--- src/design/clni_pkg.sv ---
// ----------------------------------------------------------------------------
// clni_pkg
// Types, codes and constants shared by the LCD nibble interface modules.
// ----------------------------------------------------------------------------
`default_nettype none

package clni_pkg;

    localparam int WAIT_BITS = 24;
    localparam int CFG_W     = 24;
    localparam int CFG_IDX_W = 3;

    localparam logic [31:0] WAIT_MAX32 = 32'((64'd1 << WAIT_BITS) - 64'd1);

    typedef logic [WAIT_BITS-1:0] wait_t;

    localparam wait_t WAIT_MAX = wait_t'(WAIT_MAX32);

    typedef enum logic [2:0] {
        MODE_TICK  = 3'd0,
        MODE_CMD   = 3'd1,
        MODE_CHAR  = 3'd2,
        MODE_GOTO  = 3'd3,
        MODE_CLEAR = 3'd4
    } mode_t;

    typedef enum logic [CFG_IDX_W-1:0] {
        CFG_POWER_ON    = 3'd0,
        CFG_LONG_INIT   = 3'd1,
        CFG_SHORT_INIT  = 3'd2,
        CFG_BYTE_SETTLE = 3'd3,
        CFG_CLEAR       = 3'd4,
        CFG_STROBE      = 3'd5
    } cfg_idx_t;

    typedef struct packed {
        logic [23:0] power_on_wait;
        logic [23:0] long_init_wait;
        logic [23:0] short_init_wait;
        logic [15:0] byte_settle_wait;
        logic [23:0] clear_wait;
        logic [7:0]  strobe_ticks;
    } cfg_t;

    localparam logic [23:0] RST_POWER_ON    = 24'd15000;
    localparam logic [23:0] RST_LONG_INIT   = 24'd5000;
    localparam logic [23:0] RST_SHORT_INIT  = 24'd100;
    localparam logic [15:0] RST_BYTE_SETTLE = 16'd40;
    localparam logic [23:0] RST_CLEAR       = 24'd2000;
    localparam logic [7:0]  RST_STROBE      = 8'd1;

    typedef enum logic [4:0] {
        ST_IDLE     = 5'd0,
        ST_POWER    = 5'd1,
        ST_I_STB1   = 5'd2,
        ST_I_WAIT1  = 5'd3,
        ST_I_STB2   = 5'd4,
        ST_I_WAIT2  = 5'd5,
        ST_I_STB3   = 5'd6,
        ST_I_WAIT3  = 5'd7,
        ST_I_STB4   = 5'd8,
        ST_I_WAIT4  = 5'd9,
        ST_U_STROBE = 5'd10,
        ST_U_GAP    = 5'd11,
        ST_U_SETTLE = 5'd12,
        ST_U_EXTRA  = 5'd13,
        ST_B_STROBE = 5'd14,
        ST_B_GAP    = 5'd15,
        ST_B_SETTLE = 5'd16,
        ST_B_EXTRA  = 5'd17
    } step_t;

    localparam logic [7:0] BYTE_FUNC_SET = 8'h28;
    localparam logic [7:0] BYTE_DISP_ON  = 8'h0C;
    localparam logic [7:0] BYTE_ENTRY    = 8'h06;
    localparam logic [7:0] BYTE_CLEAR    = 8'h01;
    localparam logic [7:0] BYTE_GOTO     = 8'h80;
    localparam logic [3:0] NIB_INIT      = 4'h3;
    localparam logic [3:0] NIB_4BIT      = 4'h2;

    typedef struct packed {
        logic       reg_select;
        logic       read_write;
        logic [3:0] data_nibble;
        logic       enable;
        logic       busy_res;
        logic       rejected;
    } result_t;

    // zero counts as one tick, oversize saturates to the counter range
    function automatic wait_t clip(input logic [CFG_W-1:0] t);
        logic [31:0] t32;
        t32 = 32'(t);
        if (t32 == 32'd0)
        begin
            return wait_t'(1);
        end
        else if (t32 > WAIT_MAX32)
        begin
            return WAIT_MAX;
        end
        return wait_t'(t32);
    endfunction

endpackage

`default_nettype wire

--- src/design/clni_cfg.sv ---
// ----------------------------------------------------------------------------
// clni_cfg
// Timing register file, written through a plain write port.
// ----------------------------------------------------------------------------
`default_nettype none

module clni_cfg
    import clni_pkg::*;
(
    input  wire logic                 clk,
    input  wire logic                 rst_n,
    input  wire logic                 cfg_we,
    input  wire logic [CFG_IDX_W-1:0] cfg_index,
    input  wire logic [CFG_W-1:0]     cfg_data,
    output cfg_t                      cfg
);

    cfg_t cfg_reg;

    always_ff @(posedge clk or negedge rst_n)
    begin
        if (!rst_n)
        begin
            cfg_reg.power_on_wait    <= RST_POWER_ON;
            cfg_reg.long_init_wait   <= RST_LONG_INIT;
            cfg_reg.short_init_wait  <= RST_SHORT_INIT;
            cfg_reg.byte_settle_wait <= RST_BYTE_SETTLE;
            cfg_reg.clear_wait       <= RST_CLEAR;
            cfg_reg.strobe_ticks     <= RST_STROBE;
        end
        else if (cfg_we)
        begin
            case (cfg_idx_t'(cfg_index))
                CFG_POWER_ON:    cfg_reg.power_on_wait    <= cfg_data[23:0];
                CFG_LONG_INIT:   cfg_reg.long_init_wait   <= cfg_data[23:0];
                CFG_SHORT_INIT:  cfg_reg.short_init_wait  <= cfg_data[23:0];
                CFG_BYTE_SETTLE: cfg_reg.byte_settle_wait <= cfg_data[15:0];
                CFG_CLEAR:       cfg_reg.clear_wait       <= cfg_data[23:0];
                CFG_STROBE:      cfg_reg.strobe_ticks     <= cfg_data[7:0];
                default:         ;
            endcase
        end
    end

    assign cfg = cfg_reg;

endmodule

`default_nettype wire

--- src/design/clni_seq.sv ---
// ----------------------------------------------------------------------------
// clni_seq
// Pin sequencer: request decode, pin levels and step/tick advance per tick.
// ----------------------------------------------------------------------------
`default_nettype none

module clni_seq
    import clni_pkg::*;
(
    input  wire logic       clk,
    input  wire logic       rst_n,
    input  wire logic       accept,
    input  wire logic [2:0] mode,
    input  wire logic [7:0] value,
    input  cfg_t            cfg,
    output result_t         result
);

    step_t            step_reg,      step_next;
    wait_t            wait_reg,      wait_next;
    logic [7:0]       held_reg,      held_next;
    logic             low_nibble_reg, low_nibble_next;
    logic [CFG_W-1:0] pend_reg,      pend_next;
    logic             sel_reg,       sel_next;
    logic [3:0]       nib_reg,       nib_next;
    logic             en_reg,        en_next;

    // state after the request of this tick
    step_t            req_step;
    wait_t            req_wait;
    logic [7:0]       req_held;
    logic             req_low;
    logic [CFG_W-1:0] req_pend;
    logic             req_sel;
    logic [3:0]       req_nib;
    logic             req_en;
    logic             req_rej;

    logic             is_req;
    logic [7:0]       start_byte;
    logic             start_rs;
    logic [CFG_W-1:0] start_extra;

    wait_t            dur;
    wait_t            wait_inc;
    logic             is_boot;
    logic             jump;
    logic             do_finish;
    step_t            jump_step;

    // request decode
    always_comb
    begin
        is_req      = 1'b1;
        start_byte  = value;
        start_rs    = 1'b0;
        start_extra = '0;
        case (mode_t'(mode))
            MODE_CMD:   start_extra = CFG_W'(cfg.byte_settle_wait);
            MODE_CHAR:  start_rs = 1'b1;
            MODE_GOTO:  start_byte = BYTE_GOTO | {1'b0, value[6:0]};
            MODE_CLEAR:
            begin
                start_byte  = BYTE_CLEAR;
                start_extra = cfg.clear_wait;
            end
            default:    is_req = 1'b0;
        endcase

        req_step = step_reg;
        req_wait = wait_reg;
        req_held = held_reg;
        req_low  = low_nibble_reg;
        req_pend = pend_reg;
        req_sel  = sel_reg;
        req_nib  = nib_reg;
        req_en   = en_reg;
        req_rej  = 1'b0;
        if (is_req)
        begin
            if (step_reg != ST_IDLE)
            begin
                req_rej = 1'b1;
            end
            else
            begin
                req_held = start_byte;
                req_sel  = start_rs;
                req_low  = 1'b0;
                req_pend = start_extra;
                req_step = ST_U_STROBE;
                req_wait = '0;
                req_en   = 1'b1;
                req_nib  = start_byte[7:4];
            end
        end
    end

    // pin levels shown this tick
    always_comb
    begin
        result.reg_select  = req_sel;
        result.read_write  = 1'b0;
        result.data_nibble = req_nib;
        result.enable      = req_en;
        result.busy_res    = (req_step != ST_IDLE);
        result.rejected    = req_rej;
    end

    // step duration
    always_comb
    begin
        case (req_step)
            ST_POWER:                         dur = clip(cfg.power_on_wait);
            ST_I_STB1, ST_I_STB2, ST_I_STB3, ST_I_STB4,
            ST_U_STROBE, ST_B_STROBE:         dur = clip(CFG_W'(cfg.strobe_ticks));
            ST_I_WAIT1, ST_I_WAIT3:           dur = clip(cfg.long_init_wait);
            ST_I_WAIT2:                       dur = clip(cfg.short_init_wait);
            ST_I_WAIT4, ST_U_SETTLE, ST_B_SETTLE:
                                              dur = clip(CFG_W'(cfg.byte_settle_wait));
            ST_U_EXTRA, ST_B_EXTRA:           dur = clip(req_pend);
            default:                          dur = wait_t'(1);
        endcase
    end

    // next state
    always_comb
    begin
        step_next       = req_step;
        wait_next       = req_wait;
        held_next       = req_held;
        low_nibble_next = req_low;
        pend_next       = req_pend;
        sel_next        = req_sel;
        nib_next        = req_nib;
        en_next         = req_en;
        jump            = 1'b0;
        do_finish       = 1'b0;
        jump_step       = req_step;
        is_boot         = req_step inside {ST_B_STROBE, ST_B_GAP, ST_B_SETTLE, ST_B_EXTRA};
        wait_inc        = (req_wait < WAIT_MAX) ? req_wait + wait_t'(1) : req_wait;

        if (req_step != ST_IDLE)
        begin
            if (wait_inc < dur)
            begin
                wait_next = wait_inc;
            end
            else
            begin
                jump = 1'b1;
                case (req_step)
                    ST_POWER:   jump_step = ST_I_STB1;
                    ST_I_STB1:  jump_step = ST_I_WAIT1;
                    ST_I_WAIT1: jump_step = ST_I_STB2;
                    ST_I_STB2:  jump_step = ST_I_WAIT2;
                    ST_I_WAIT2: jump_step = ST_I_STB3;
                    ST_I_STB3:  jump_step = ST_I_WAIT3;
                    ST_I_WAIT3: jump_step = ST_I_STB4;
                    ST_I_STB4:  jump_step = ST_I_WAIT4;
                    ST_I_WAIT4:
                    begin
                        held_next       = BYTE_FUNC_SET;
                        sel_next        = 1'b0;
                        low_nibble_next = 1'b0;
                        pend_next       = '0;
                        jump_step       = ST_B_STROBE;
                    end
                    ST_U_STROBE, ST_B_STROBE:
                    begin
                        if (req_low)
                        begin
                            jump_step = is_boot ? ST_B_SETTLE : ST_U_SETTLE;
                        end
                        else
                        begin
                            jump_step = is_boot ? ST_B_GAP : ST_U_GAP;
                        end
                    end
                    ST_U_GAP, ST_B_GAP:
                    begin
                        low_nibble_next = 1'b1;
                        jump_step       = is_boot ? ST_B_STROBE : ST_U_STROBE;
                    end
                    ST_U_SETTLE, ST_B_SETTLE:
                    begin
                        if (req_pend != '0)
                        begin
                            jump_step = is_boot ? ST_B_EXTRA : ST_U_EXTRA;
                        end
                        else
                        begin
                            low_nibble_next = 1'b0;
                            do_finish       = 1'b1;
                        end
                    end
                    ST_U_EXTRA, ST_B_EXTRA:
                    begin
                        pend_next       = '0;
                        low_nibble_next = 1'b0;
                        do_finish       = 1'b1;
                    end
                    default:    jump_step = ST_IDLE;
                endcase

                // end of byte: chain the init bytes, else go idle
                if (do_finish)
                begin
                    jump_step = ST_IDLE;
                    if (is_boot)
                    begin
                        case (req_held)
                            BYTE_FUNC_SET:
                            begin
                                held_next = BYTE_DISP_ON;
                                pend_next = '0;
                                jump_step = ST_B_STROBE;
                            end
                            BYTE_DISP_ON:
                            begin
                                held_next = BYTE_ENTRY;
                                pend_next = '0;
                                jump_step = ST_B_STROBE;
                            end
                            BYTE_ENTRY:
                            begin
                                held_next = BYTE_CLEAR;
                                pend_next = cfg.clear_wait;
                                jump_step = ST_B_STROBE;
                            end
                            default:  jump_step = ST_IDLE;
                        endcase
                        if (jump_step == ST_B_STROBE)
                        begin
                            sel_next        = 1'b0;
                            low_nibble_next = 1'b0;
                        end
                    end
                end
            end
        end

        if (jump)
        begin
            step_next = jump_step;
            wait_next = '0;
            en_next   = 1'b0;
            if (jump_step inside {ST_I_STB1, ST_I_STB2, ST_I_STB3, ST_I_STB4})
            begin
                sel_next = 1'b0;
                nib_next = (jump_step == ST_I_STB4) ? NIB_4BIT : NIB_INIT;
                en_next  = 1'b1;
            end
            else if (jump_step == ST_U_STROBE || jump_step == ST_B_STROBE)
            begin
                nib_next = low_nibble_next ? held_next[3:0] : held_next[7:4];
                en_next  = 1'b1;
            end
        end
    end

    always_ff @(posedge clk or negedge rst_n)
    begin
        if (!rst_n)
        begin
            step_reg       <= ST_POWER;
            wait_reg       <= '0;
            held_reg       <= '0;
            low_nibble_reg <= 1'b0;
            pend_reg       <= '0;
            sel_reg        <= 1'b0;
            nib_reg        <= '0;
            en_reg         <= 1'b0;
        end
        else if (accept)
        begin
            step_reg       <= step_next;
            wait_reg       <= wait_next;
            held_reg       <= held_next;
            low_nibble_reg <= low_nibble_next;
            pend_reg       <= pend_next;
            sel_reg        <= sel_next;
            nib_reg        <= nib_next;
            en_reg         <= en_next;
        end
    end

endmodule

`default_nettype wire

--- src/design/clni_skid.sv ---
// ----------------------------------------------------------------------------
// clni_skid
// Result register with a spare stage; input stall comes from a register.
// ----------------------------------------------------------------------------
`default_nettype none

module clni_skid
    import clni_pkg::*;
(
    input  wire logic clk,
    input  wire logic rst_n,
    input  wire logic push,
    input  result_t   push_data,
    output logic      full,
    output logic      out_valid,
    input  wire logic out_stall,
    output result_t   out_data
);

    logic    main_valid_reg;
    logic    spare_valid_reg;
    result_t main_reg;
    result_t spare_reg;
    logic    pop;

    assign pop       = main_valid_reg & ~out_stall;
    assign full      = spare_valid_reg;
    assign out_valid = main_valid_reg;
    assign out_data  = main_reg;

    always_ff @(posedge clk or negedge rst_n)
    begin
        if (!rst_n)
        begin
            main_valid_reg  <= 1'b0;
            spare_valid_reg <= 1'b0;
        end
        else if (pop)
        begin
            if (spare_valid_reg)
            begin
                spare_valid_reg <= 1'b0;
            end
            else
            begin
                main_valid_reg <= push;
            end
        end
        else if (push)
        begin
            if (main_valid_reg)
            begin
                spare_valid_reg <= 1'b1;
            end
            else
            begin
                main_valid_reg <= 1'b1;
            end
        end
    end

    always_ff @(posedge clk)
    begin
        if (pop)
        begin
            if (spare_valid_reg)
            begin
                main_reg <= spare_reg;
            end
            else if (push)
            begin
                main_reg <= push_data;
            end
        end
        else if (push)
        begin
            if (main_valid_reg)
            begin
                spare_reg <= push_data;
            end
            else
            begin
                main_reg <= push_data;
            end
        end
    end

endmodule

`default_nettype wire

--- src/design/char_lcd_nibble_interface_top.sv ---
// ----------------------------------------------------------------------------
// char_lcd_nibble_interface_top
// HD44780-style character LCD driver on a 4-bit bus, one tick per transfer.
//
//   channel  direction  handshake             payload
//   in       sink       in_valid / in_stall   mode, value
//   out      source     out_valid / out_stall reg_select, read_write,
//                                             data_nibble, enable,
//                                             busy_res, rejected
//   cfg      sink       cfg_we                cfg_index, cfg_data
//
// One input transfer per clock while in_stall is low; each yields one registered result.
// The tick sequencer updates its step and tick counter together on each accepted transfer.
// Reset starts the power-on wait and init sequence; config resets to defaults.
// in_stall is high while both result stages hold data, after a push met a stalled out.
// ----------------------------------------------------------------------------
`default_nettype none

module char_lcd_nibble_interface_top
    import clni_pkg::*;
(
    input  wire logic                 clk,
    input  wire logic                 rst_n,
    input  wire logic                 in_valid,
    output logic                      in_stall,
    input  wire logic [2:0]           mode,
    input  wire logic [7:0]           value,
    output logic                      out_valid,
    input  wire logic                 out_stall,
    output logic                      reg_select,
    output logic                      read_write,
    output logic [3:0]                data_nibble,
    output logic                      enable,
    output logic                      busy_res,
    output logic                      rejected,
    input  wire logic                 cfg_we,
    input  wire logic [CFG_IDX_W-1:0] cfg_index,
    input  wire logic [CFG_W-1:0]     cfg_data
);

    cfg_t    cfg;
    result_t seq_result;
    result_t out_data;
    logic    accept;
    logic    full;

    assign in_stall = full;
    assign accept   = in_valid & ~full;

    clni_cfg u_cfg (
        .clk       (clk),
        .rst_n     (rst_n),
        .cfg_we    (cfg_we),
        .cfg_index (cfg_index),
        .cfg_data  (cfg_data),
        .cfg       (cfg)
    );

    clni_seq u_seq (
        .clk    (clk),
        .rst_n  (rst_n),
        .accept (accept),
        .mode   (mode),
        .value  (value),
        .cfg    (cfg),
        .result (seq_result)
    );

    clni_skid u_skid (
        .clk       (clk),
        .rst_n     (rst_n),
        .push      (accept),
        .push_data (seq_result),
        .full      (full),
        .out_valid (out_valid),
        .out_stall (out_stall),
        .out_data  (out_data)
    );

    assign reg_select  = out_data.reg_select;
    assign read_write  = out_data.read_write;
    assign data_nibble = out_data.data_nibble;
    assign enable      = out_data.enable;
    assign busy_res    = out_data.busy_res;
    assign rejected    = out_data.rejected;

endmodule

`default_nettype wire

--- config.mk ---
export PLATFORM = sky130hd
export DESIGN_NAME = char_lcd_nibble_interface_top
export DESIGN_NICKNAME = d
export VERILOG_FILES = /design/src/design/clni_pkg.sv /design/src/design/clni_cfg.sv /design/src/design/clni_seq.sv /design/src/design/clni_skid.sv /design/src/design/char_lcd_nibble_interface_top.sv
export SDC_FILE = /design/constraint.sdc
export NUM_CORES = 1
export LEC_CHECK = 0
export BUFFER_PORTS_ARGS = -buffer_cell sky130_fd_sc_hd__buf_4
export CORE_MARGIN = 1
export CORE_UTILIZATION = 30
export CTS_BUF_LIST = sky130_fd_sc_hd__clkbuf_4 sky130_fd_sc_hd__clkbuf_8 sky130_fd_sc_hd__clkbuf_16
export DETAILED_ROUTE_END_ITERATION = 10
export PLACE_DENSITY_LB_ADDON = 0.25
export SYNTH_ARGS = -nofsm -noshare
export SYNTH_HDL_FRONTEND = slang
export SYNTH_SLANG_ARGS = --single-unit
--- constraint.sdc ---
create_clock -name clk -period 8.51 [get_ports clk]
set_clock_uncertainty 0.2 [all_clocks]
set_input_delay 1.702 -clock clk [delete_from_list [all_inputs] [get_ports clk]]
set_output_delay 1.702 -clock clk [all_outputs]
set_load 0.01 [all_outputs]
==> flow_metrics.env, run 1 <==
export IMPL_leakage_uw=0.00548
export IMPL_dpl_cell_area_mm2=0.0130
export IMPL_cp_data_arrival_time_ps=7950
export IMPL_clkSinkCount=206
export IMPL_synthTopCellsByArea="dfrtp_1, mux2_2, dfstp_2, edfxtp_1, nand2_1"
export IMPL_final_cell_area_mm2=0.0139
export IMPL_fin_cells=1775
export IMPL_rsz0062_at_grt="false"
export IMPL_post_route_worst_setup_slack_ps=785
export IMPL_post_synth_num_cell_types=81
export IMPL_die_h_um=201
export IMPL_fmaxAchievable_mhz=129
export IMPL_cap_violations=0
export IMPL_post_place_cells=1731
export IMPL_multiInputGateArea_mm2=0.00632
export IMPL_grt_usage=0.185
export IMPL_setup_worst_path_end_class="flip-flop"
export IMPL_final_core_utilization=0.356
export IMPL_critical_path_startpoint_type="primary input"
export IMPL_floorplan_core_area_mm2=0.0389
export IMPL_cts_root_buf="clkbuf_16"
export IMPL_worstHoldPathType="flip-flop to flip-flop"
export IMPL_slew_headroom=0.367
export IMPL_synth_warning_count=0
export IMPL_design_die_area_mm2=0.0405
export IMPL_portion_of_synthesized_cell_area_occupied_by_the_leading_cell_type=0.347
export IMPL_first_global_vias=9632
export IMPL_layout_nets=1308
export IMPL_sequential_cell_area_mm2=0.00527
export IMPL_setup_viol=0
export IMPL_clk_path_buf_depth=3
export IMPL_netSwitchingFraction=0.392
export IMPL_run_status="finished, final reports clean"
export IMPL_wl_mm=37.6
export IMPL_layout_filler_cells=3964
export IMPL_ys_async_sr_fraction=0.922
export IMPL_mappedNetlistArea_mm2=0.0119
export IMPL_clk_latency_ps=540
export IMPL_net_switching_component_of_the_power_uw=1650
export IMPL_cellInternalPower_uw=2550
export IMPL_postSynthAreaPerCell_um2=10.0
export IMPL_tightestPinTransition_ps=947
export IMPL_vias_per_cell=5.65
export IMPL_drt_first_pass_iters=8
export IMPL_worstPathRequired_ps=8740
export IMPL_antenna_cells_inserted=0
export IMPL_cts_tree="yes"
export IMPL_post_synthesis_cells=1191
export IMPL_aggregate_negative_setup_slack_ps=0
export IMPL_floorplan_initialDensity=0.306
export IMPL_grt_max_degree=73
export IMPL_floorplan_rows=72
export IMPL_drt_drc_violations_left=0
export IMPL_post_route_min_period_ps=7730
export IMPL_synth_flop_cell="dfrtp_1"
export IMPL_io_buffers=52
export IMPL_dr_total_vias=10000
export IMPL_count_of_pins_over_their_slew_limit=0
export IMPL_drtAntennaViolNets=0
export IMPL_first_pass_grt_wire_length_mm=59.0
export IMPL_power_sequential_fraction=0.356
export IMPL_power_per_cell_area_mw_per_mm2=303
export IMPL_comb_power_share=0.384
export IMPL_vdd_drop_max_uv=188
export IMPL_flip_flop_count_of_the_largest_register_all_copies_and_words_added=120
export IMPL_worstPathMaxFanout=9
export IMPL_post_cts_repair_setup_buffers=0
export IMPL_drt_iter0_markers=1049
export IMPL_synth_seq_cells=206
export IMPL_worstSetupPathType="primary input to flip-flop"
export IMPL_die_x_um=201
export IMPL_antenna_violations_before_repair=1
export IMPL_synth_net_count=1260
export IMPL_finalHoldViolCount=0
export IMPL_globalRouteOverflowTotal=0
export IMPL_cts_htree_levels=1
export IMPL_post_cts_resized_instances=0
export IMPL_clock_power_share=0.260
export IMPL_cts_buffers=24
export IMPL_wire_per_inst_um=21.2
export IMPL_flow_area_growth_from_synthesis_pct=16.5
export IMPL_seq_area_frac_synth=0.442
export IMPL_final_clock_period_utilization_by_the_worst_path=0.908
export IMPL_place_ws_ps=312
export IMPL_share_of_post_route_cells_with_drive_strength_above_1=0.250
export IMPL_post_cts_hold_buffer_count=0
export IMPL_detailed_place_hpwl_mm=27.6
export IMPL_finalWeightedCongestion=0.911
export IMPL_clk_pin_slew_worst_paths_ps=70
export IMPL_io_pins=54
export IMPL_synth_edf_count=16
export IMPL_netlist_top_cell_by_area="dfrtp_1"
power by group through the flow:
stage / registers, uW / clock network (uW) / logic, uW
2_1_floorplan: 1420 / 0 / 1100
3_3_place_gp: 1500 / 0 / 1580
3_5_place_dp: 1500 / 0 / 1590
6_report: 1490 / 1090 / 1610
5_1_grt: 1520 / 1160 / 1770
4_1_cts: 1490 / 1120 / 1600
synth_stat cells (11+ instances only):
cell	instances
dfrtp_1	165
mux2_2	130
nand2_1	118
nor2_1	102
a21oi_1	62
clkbuf_1	58
o21ai_0	49
nor4_1	30
ha_1	26
dfstp_2	25
a222oi_1	23
nand3_1	23
nor3_1	19
o21ai_1	18
inv_1	17
edfxtp_1	16
nor2b_1	15
nand4_1	14
a22o_1	13
a211oi_1	11
and3_1	11
nand3b_1	11
o21a_1	11
xor2_1	11
cell families after synthesis:
kind of cell	Yosys count	share of synthesized area
adder cells (fa/ha/maj)	26	0.0273
other	1	0.000315
XOR/XNOR	21	0.0154
buffers and inverters	89	0.0295
AO/OA/AOI/OAI	309	0.186
multiplexers	138	0.130
flip-flops	206	0.442
AND/OR/NAND/NOR	401	0.169
metal layers:
layer	vias to the layer above	track usage	wire (um)
met3	60	0.0316	2440
li1	4613	-	-
met4	2	0.0552	1010
met2	340	0.283	16700
met5	-	0	11
met1	5021	0.267	17400
worst max-delay path: stages:
cell and delay [ps]:
buf_4 160, o21a_1 210, or4_4 620, and2_1 210, ha_1 240, nand4_1 140, or4_1 150, nand2_1 90
or4_1 440, nor2_1 230, and3_1 250, and3_1 250, nand3_1 130, xor2_1 160, nor2_1 60, ha_1 300
nand4_1 100, nor3_1 280, nand4_1 190, a2111o_1 460, and2_1 220, buf_4 180, nor4_1 290, nand3_1 250
a311o_1 380, a32o_1 260
metrics by stage:
step                total power, uW  hold slack, ps
finish                         4200             305
global route                   4460             331
global placement               3080             284
detailed placement             3090             292
floorplan                      2520             266
CTS                            4200             307
final timing paths:
| check | start | to | slack [ps] | depth (start not counted) |
|---|---|---|---|---|
| worst max-delay path | mode[1] | u_seq.nib_reg[3]$_DFFE_PN0P_ | 780 | 26 |
| worst min-delay path | u_seq.held_reg[5]$_DFFE_PN0P_ | u_seq.held_reg[5]$_DFFE_PN0P_ | 300 | 2 |
| worst max register to register | u_seq.step_reg[4]$_DFFE_PN0P_ | u_seq.nib_reg[3]$_DFFE_PN0P_ | 1310 | 25 |
| worst min register to register | u_seq.held_reg[5]$_DFFE_PN0P_ | u_seq.held_reg[5]$_DFFE_PN0P_ | 300 | 2 |
| max in group asynchronous | rst_n | u_seq.pend_reg[20]$_DFFE_PN0P_ | 5760 | 2 |
| min in group asynchronous | rst_n | u_skid.full$_DFFE_PN0P_ | 950 | 1 |
layout by cell type (no fill, tap or decap), types with 15 or more instances in the layout:
cell type,n
dfrtp_1,165
mux2_2,130
nand2_1,118
nor2_1,101
buf_4,90
a21oi_1,62
o21ai_0,49
nor4_1,30
ha_1,26
dfstp_2,25
clkbuf_16,24
a222oi_1,23
nand3_1,23
o21ai_1,18
inv_1,17
edfxtp_1,16
nor3_1,15
cell type report:
class                   instances  area share
flip-flops and latches        206       0.380
inverters                      19     0.00514
multi-input cells             896       0.456
clock inverters                11      0.0104
repair buffers                 92      0.0511
clock buffers                  33      0.0509
well taps                     518      0.0467
No activity file was read; power rests on OpenSTA's default activity.
==> run 2: changes to the inputs <==
Settings changed: ABC_AREA from default to 1, CTS_CLUSTER_DIAMETER from default to 150.
==> run 2 against run 1 <==
Die area up 4.5%. Combinational power up 62%. Clock power up 4%. Register-to-register slack better by 550 ps. Synthesized cell count up 38%. Synthesized area up 4.5%.
==> flow_metrics.env, run 2 <==
export IMPL_flip_flop_count_of_the_largest_register_all_copies_and_words_added=120
export IMPL_clk_pin_slew_worst_paths_ps=60
export IMPL_leakage_uw=0.00650
export IMPL_critPathTopFamily="simple AND/OR/NAND/NOR gates"
export IMPL_grt_usage=0.191
export IMPL_cts_root_buf="clkbuf_16"
export IMPL_postSynthAreaPerCell_um2=7.58
export IMPL_worstSetupPathType="primary input to flip-flop"
export IMPL_fmaxAchievable_mhz=130
export IMPL_wire_per_inst_um=17.7
export IMPL_synth_seq_cells=206
export IMPL_post_cts_repair_setup_buffers=0
export IMPL_layout_nets=1738
export IMPL_design_die_area_mm2=0.0423
export IMPL_worst_r2r_endpoint="u_seq.pend_reg[8]$_DFFE_PN0P_"
export IMPL_timing_critical_path_slowest_cell_delay_ps=460
export IMPL_most_frequent_standard_cell_in_the_layout_excluding_fill_and_tap_cells="nand2_1"
export IMPL_power_per_cell_area_mw_per_mm2=369
export IMPL_post_synth_num_cell_types=58
export IMPL_detailed_place_hpwl_mm=28.5
export IMPL_cts_htree_levels=1
export IMPL_clkSinkCount=206
export IMPL_worst_path_max_delay_cell="nor4b_1"
export IMPL_synth_edf_count=16
export IMPL_aggregate_negative_setup_slack_ps=0
export IMPL_netlist_top_cell_by_area="dfrtp_1"
export IMPL_hold_depth=2
export IMPL_vias_per_cell=5.11
export IMPL_slew_headroom=0.245
export IMPL_reg2reg_depth=33
export IMPL_worstPathRequired_ps=8770
export IMPL_min_delay_worst_endpoint="u_cfg.cfg[112]$_DFFE_PN0P_"
export IMPL_rsz0062_at_grt="false"
export IMPL_wl_mm=39.3
export IMPL_worstPathMaxFanout=41
export IMPL_synth_warning_count=0
export IMPL_post_cts_resized_instances=0
export IMPL_synth_most_common_cell="nand2_1"
export IMPL_run_status="finished, final reports clean"
export IMPL_ys_async_sr_fraction=0.922
export IMPL_design_power_total_uw=5220
export IMPL_drt_drc_violations_left=0
export IMPL_floorplan_initialDensity=0.305
export IMPL_die_h_um=206
export IMPL_grt_max_degree=72
export IMPL_tightestPinTransition_ps=1130
export IMPL_seq_area_frac_synth=0.423
export IMPL_cts_buffers=25
export IMPL_antenna_cells_inserted=0
export IMPL_setup_worst_path_end_class="flip-flop"
export IMPL_finalHoldViolCount=0
export IMPL_fin_cells=2220
export IMPL_first_global_vias=10900
export IMPL_clk_path_buf_depth=3
export IMPL_cap_violations=0
export IMPL_whs_ps=284
export IMPL_worst_r2r_setup_slack_ps=1860
export IMPL_floorplan_rows=74
export IMPL_io_buffers=52
export IMPL_io_pins=54
export IMPL_final_clock_period_utilization_by_the_worst_path=0.904
export IMPL_cp_depth=34
export IMPL_mappedNetlistArea_mm2=0.0124
export IMPL_count_of_pins_over_their_slew_limit=0
export IMPL_worst_path_buf_inv=6
export IMPL_portion_of_synthesized_cell_area_occupied_by_the_leading_cell_type=0.332
export IMPL_drt_iter0_markers=1023
export IMPL_antenna_violations_before_repair=0
export IMPL_dr_total_vias=11300
export IMPL_layout_filler_cells=4293
export IMPL_cts_tree="yes"
export IMPL_synthTopCellsByArea="dfrtp_1, nand2_1, o21ai_0, inv_1, dfstp_2"
export IMPL_post_place_cells=2174
export IMPL_globalRouteOverflowTotal=0
export IMPL_cp_data_arrival_time_ps=7950
export IMPL_drtAntennaViolNets=0
export IMPL_synth_flop_cell="dfrtp_1"
export IMPL_worstHoldPathType="flip-flop to flip-flop"
export IMPL_post_synthesis_cells=1641
export IMPL_setup_viol=0
export IMPL_first_pass_grt_wire_length_mm=62.7
export IMPL_post_route_min_period_ps=7690
export IMPL_drt_first_pass_iters=6
export IMPL_share_of_post_route_cells_with_drive_strength_above_1=0.130
export IMPL_flow_area_growth_from_synthesis_pct=13.7
export IMPL_mostFrequentLayoutCells="nand2_1, o21ai_0, inv_1"
export IMPL_synth_net_count=1710
export IMPL_regToRegStartpoint="u_seq.step_reg[4]$_DFFE_PN0P_"
export IMPL_worstHoldStart="u_cfg.cfg[112]$_DFFE_PN0P_"
export IMPL_finalWeightedCongestion=0.882
export IMPL_post_cts_hold_buffer_count=0
export IMPL_vdd_drop_max_uv=182
export IMPL_die_x_um=206
export IMPL_clk_latency_ps=550
export IMPL_synth_top_cells_by_count="nand2_1, o21ai_0, inv_1"
export IMPL_critical_path_startpoint_type="primary input"
export IMPL_floorplan_core_area_mm2=0.0408
run 2: changes by cell type in the layout (fill, tap and decap cells not counted), sizes merged, moves of 24 or more:
cell / before / now
o21ai: 67 / 267
mux2: 130 / 1
buf: 91 / 67
nand2: 118 / 427
inv: 20 / 200
nand3: 23 / 71
nor2: 102 / 155
run 2: layout make-up:
class / instances / area (um2) / share of cell area
clock buffer: 37 / 728 / 0.0515
clock inverter: 9 / 143 / 0.0101
inverter: 203 / 773 / 0.0547
multi-input combinational: 1165 / 6060 / 0.428
sequential: 206 / 5270 / 0.372
tap: 532 / 666 / 0.0470
timing repair buffer: 68 / 517 / 0.0365
run 2: worst max path at each step:
stage | start | end | slack, ps
6_report | mode[1] | u_seq.pend_reg[8]$_DFFE_PN0P_ | 820
5_1_grt | mode[1] | u_seq.pend_reg[3]$_DFFE_PN0P_ | 50
4_1_cts | mode[1] | u_seq.pend_reg[4]$_DFFE_PN0P_ | 910
3_5_place_dp | mode[1] | u_seq.step_reg[4]$_DFFE_PN0P_ | 350
3_3_place_gp | mode[1] | u_seq.en_reg$_DFFE_PN0P_ | 520
2_1_floorplan | mode[2] | u_seq.nib_reg[3]$_DFFE_PN0P_ | 1280
run 2: cell families (layout without fill, tap and decap cells):
family                     after synthesis  count (layout)  share of synthesized area
other                                    1               1                   0.000301
DFF                                    206             206                      0.423
AOI/OAI and AO/OA                      418             418                      0.189
adders and majority gates               26              26                     0.0261
buffers and inverters                  270             317                     0.0909
muxes                                    1               1                   0.000905
xor gates and xnor gates                16              16                     0.0113
and+or+nand+nor                        703             703                      0.258
run 2: where the power goes:
group          switching [uW]  leakage [uW]  internal (uW)
sequential                185       0.00250           1290
clock                     442      0.000429            689
combinational            1810       0.00357            800
total                    2440       0.00650           2780
run 2: worst reg2reg max path: cells and delay by family (launching register included):
kind                     cells  cell delay, ps
AND/OR/NAND/NOR             23            3890
AO/OA/AOI/OAI                3             440
adder cells (fa/ha/maj)      1             290
flip-flops                   1             460
buffers and inverters        6            1310
run 2: through the flow:
stage / util / setup WS [ps] / instance area, um2
after floorplan: - / 1280 / 12400
after global placement: 0.325 / 523 / 13300
after detailed placement: 0.325 / 345 / 13300
after CTS: 0.347 / 908 / 14100
after global routing: 0.347 / 53.8 / 14100
final: 0.347 / 816 / 14100
run 2: per-layer routing:
metal  track usage  part of all wire  routed length [um]
met2         0.290              0.43               17000
met5             0                 0                   0
met3        0.0250             0.059                2310
met4        0.0542             0.028                1080
met1         0.282              0.48               18900
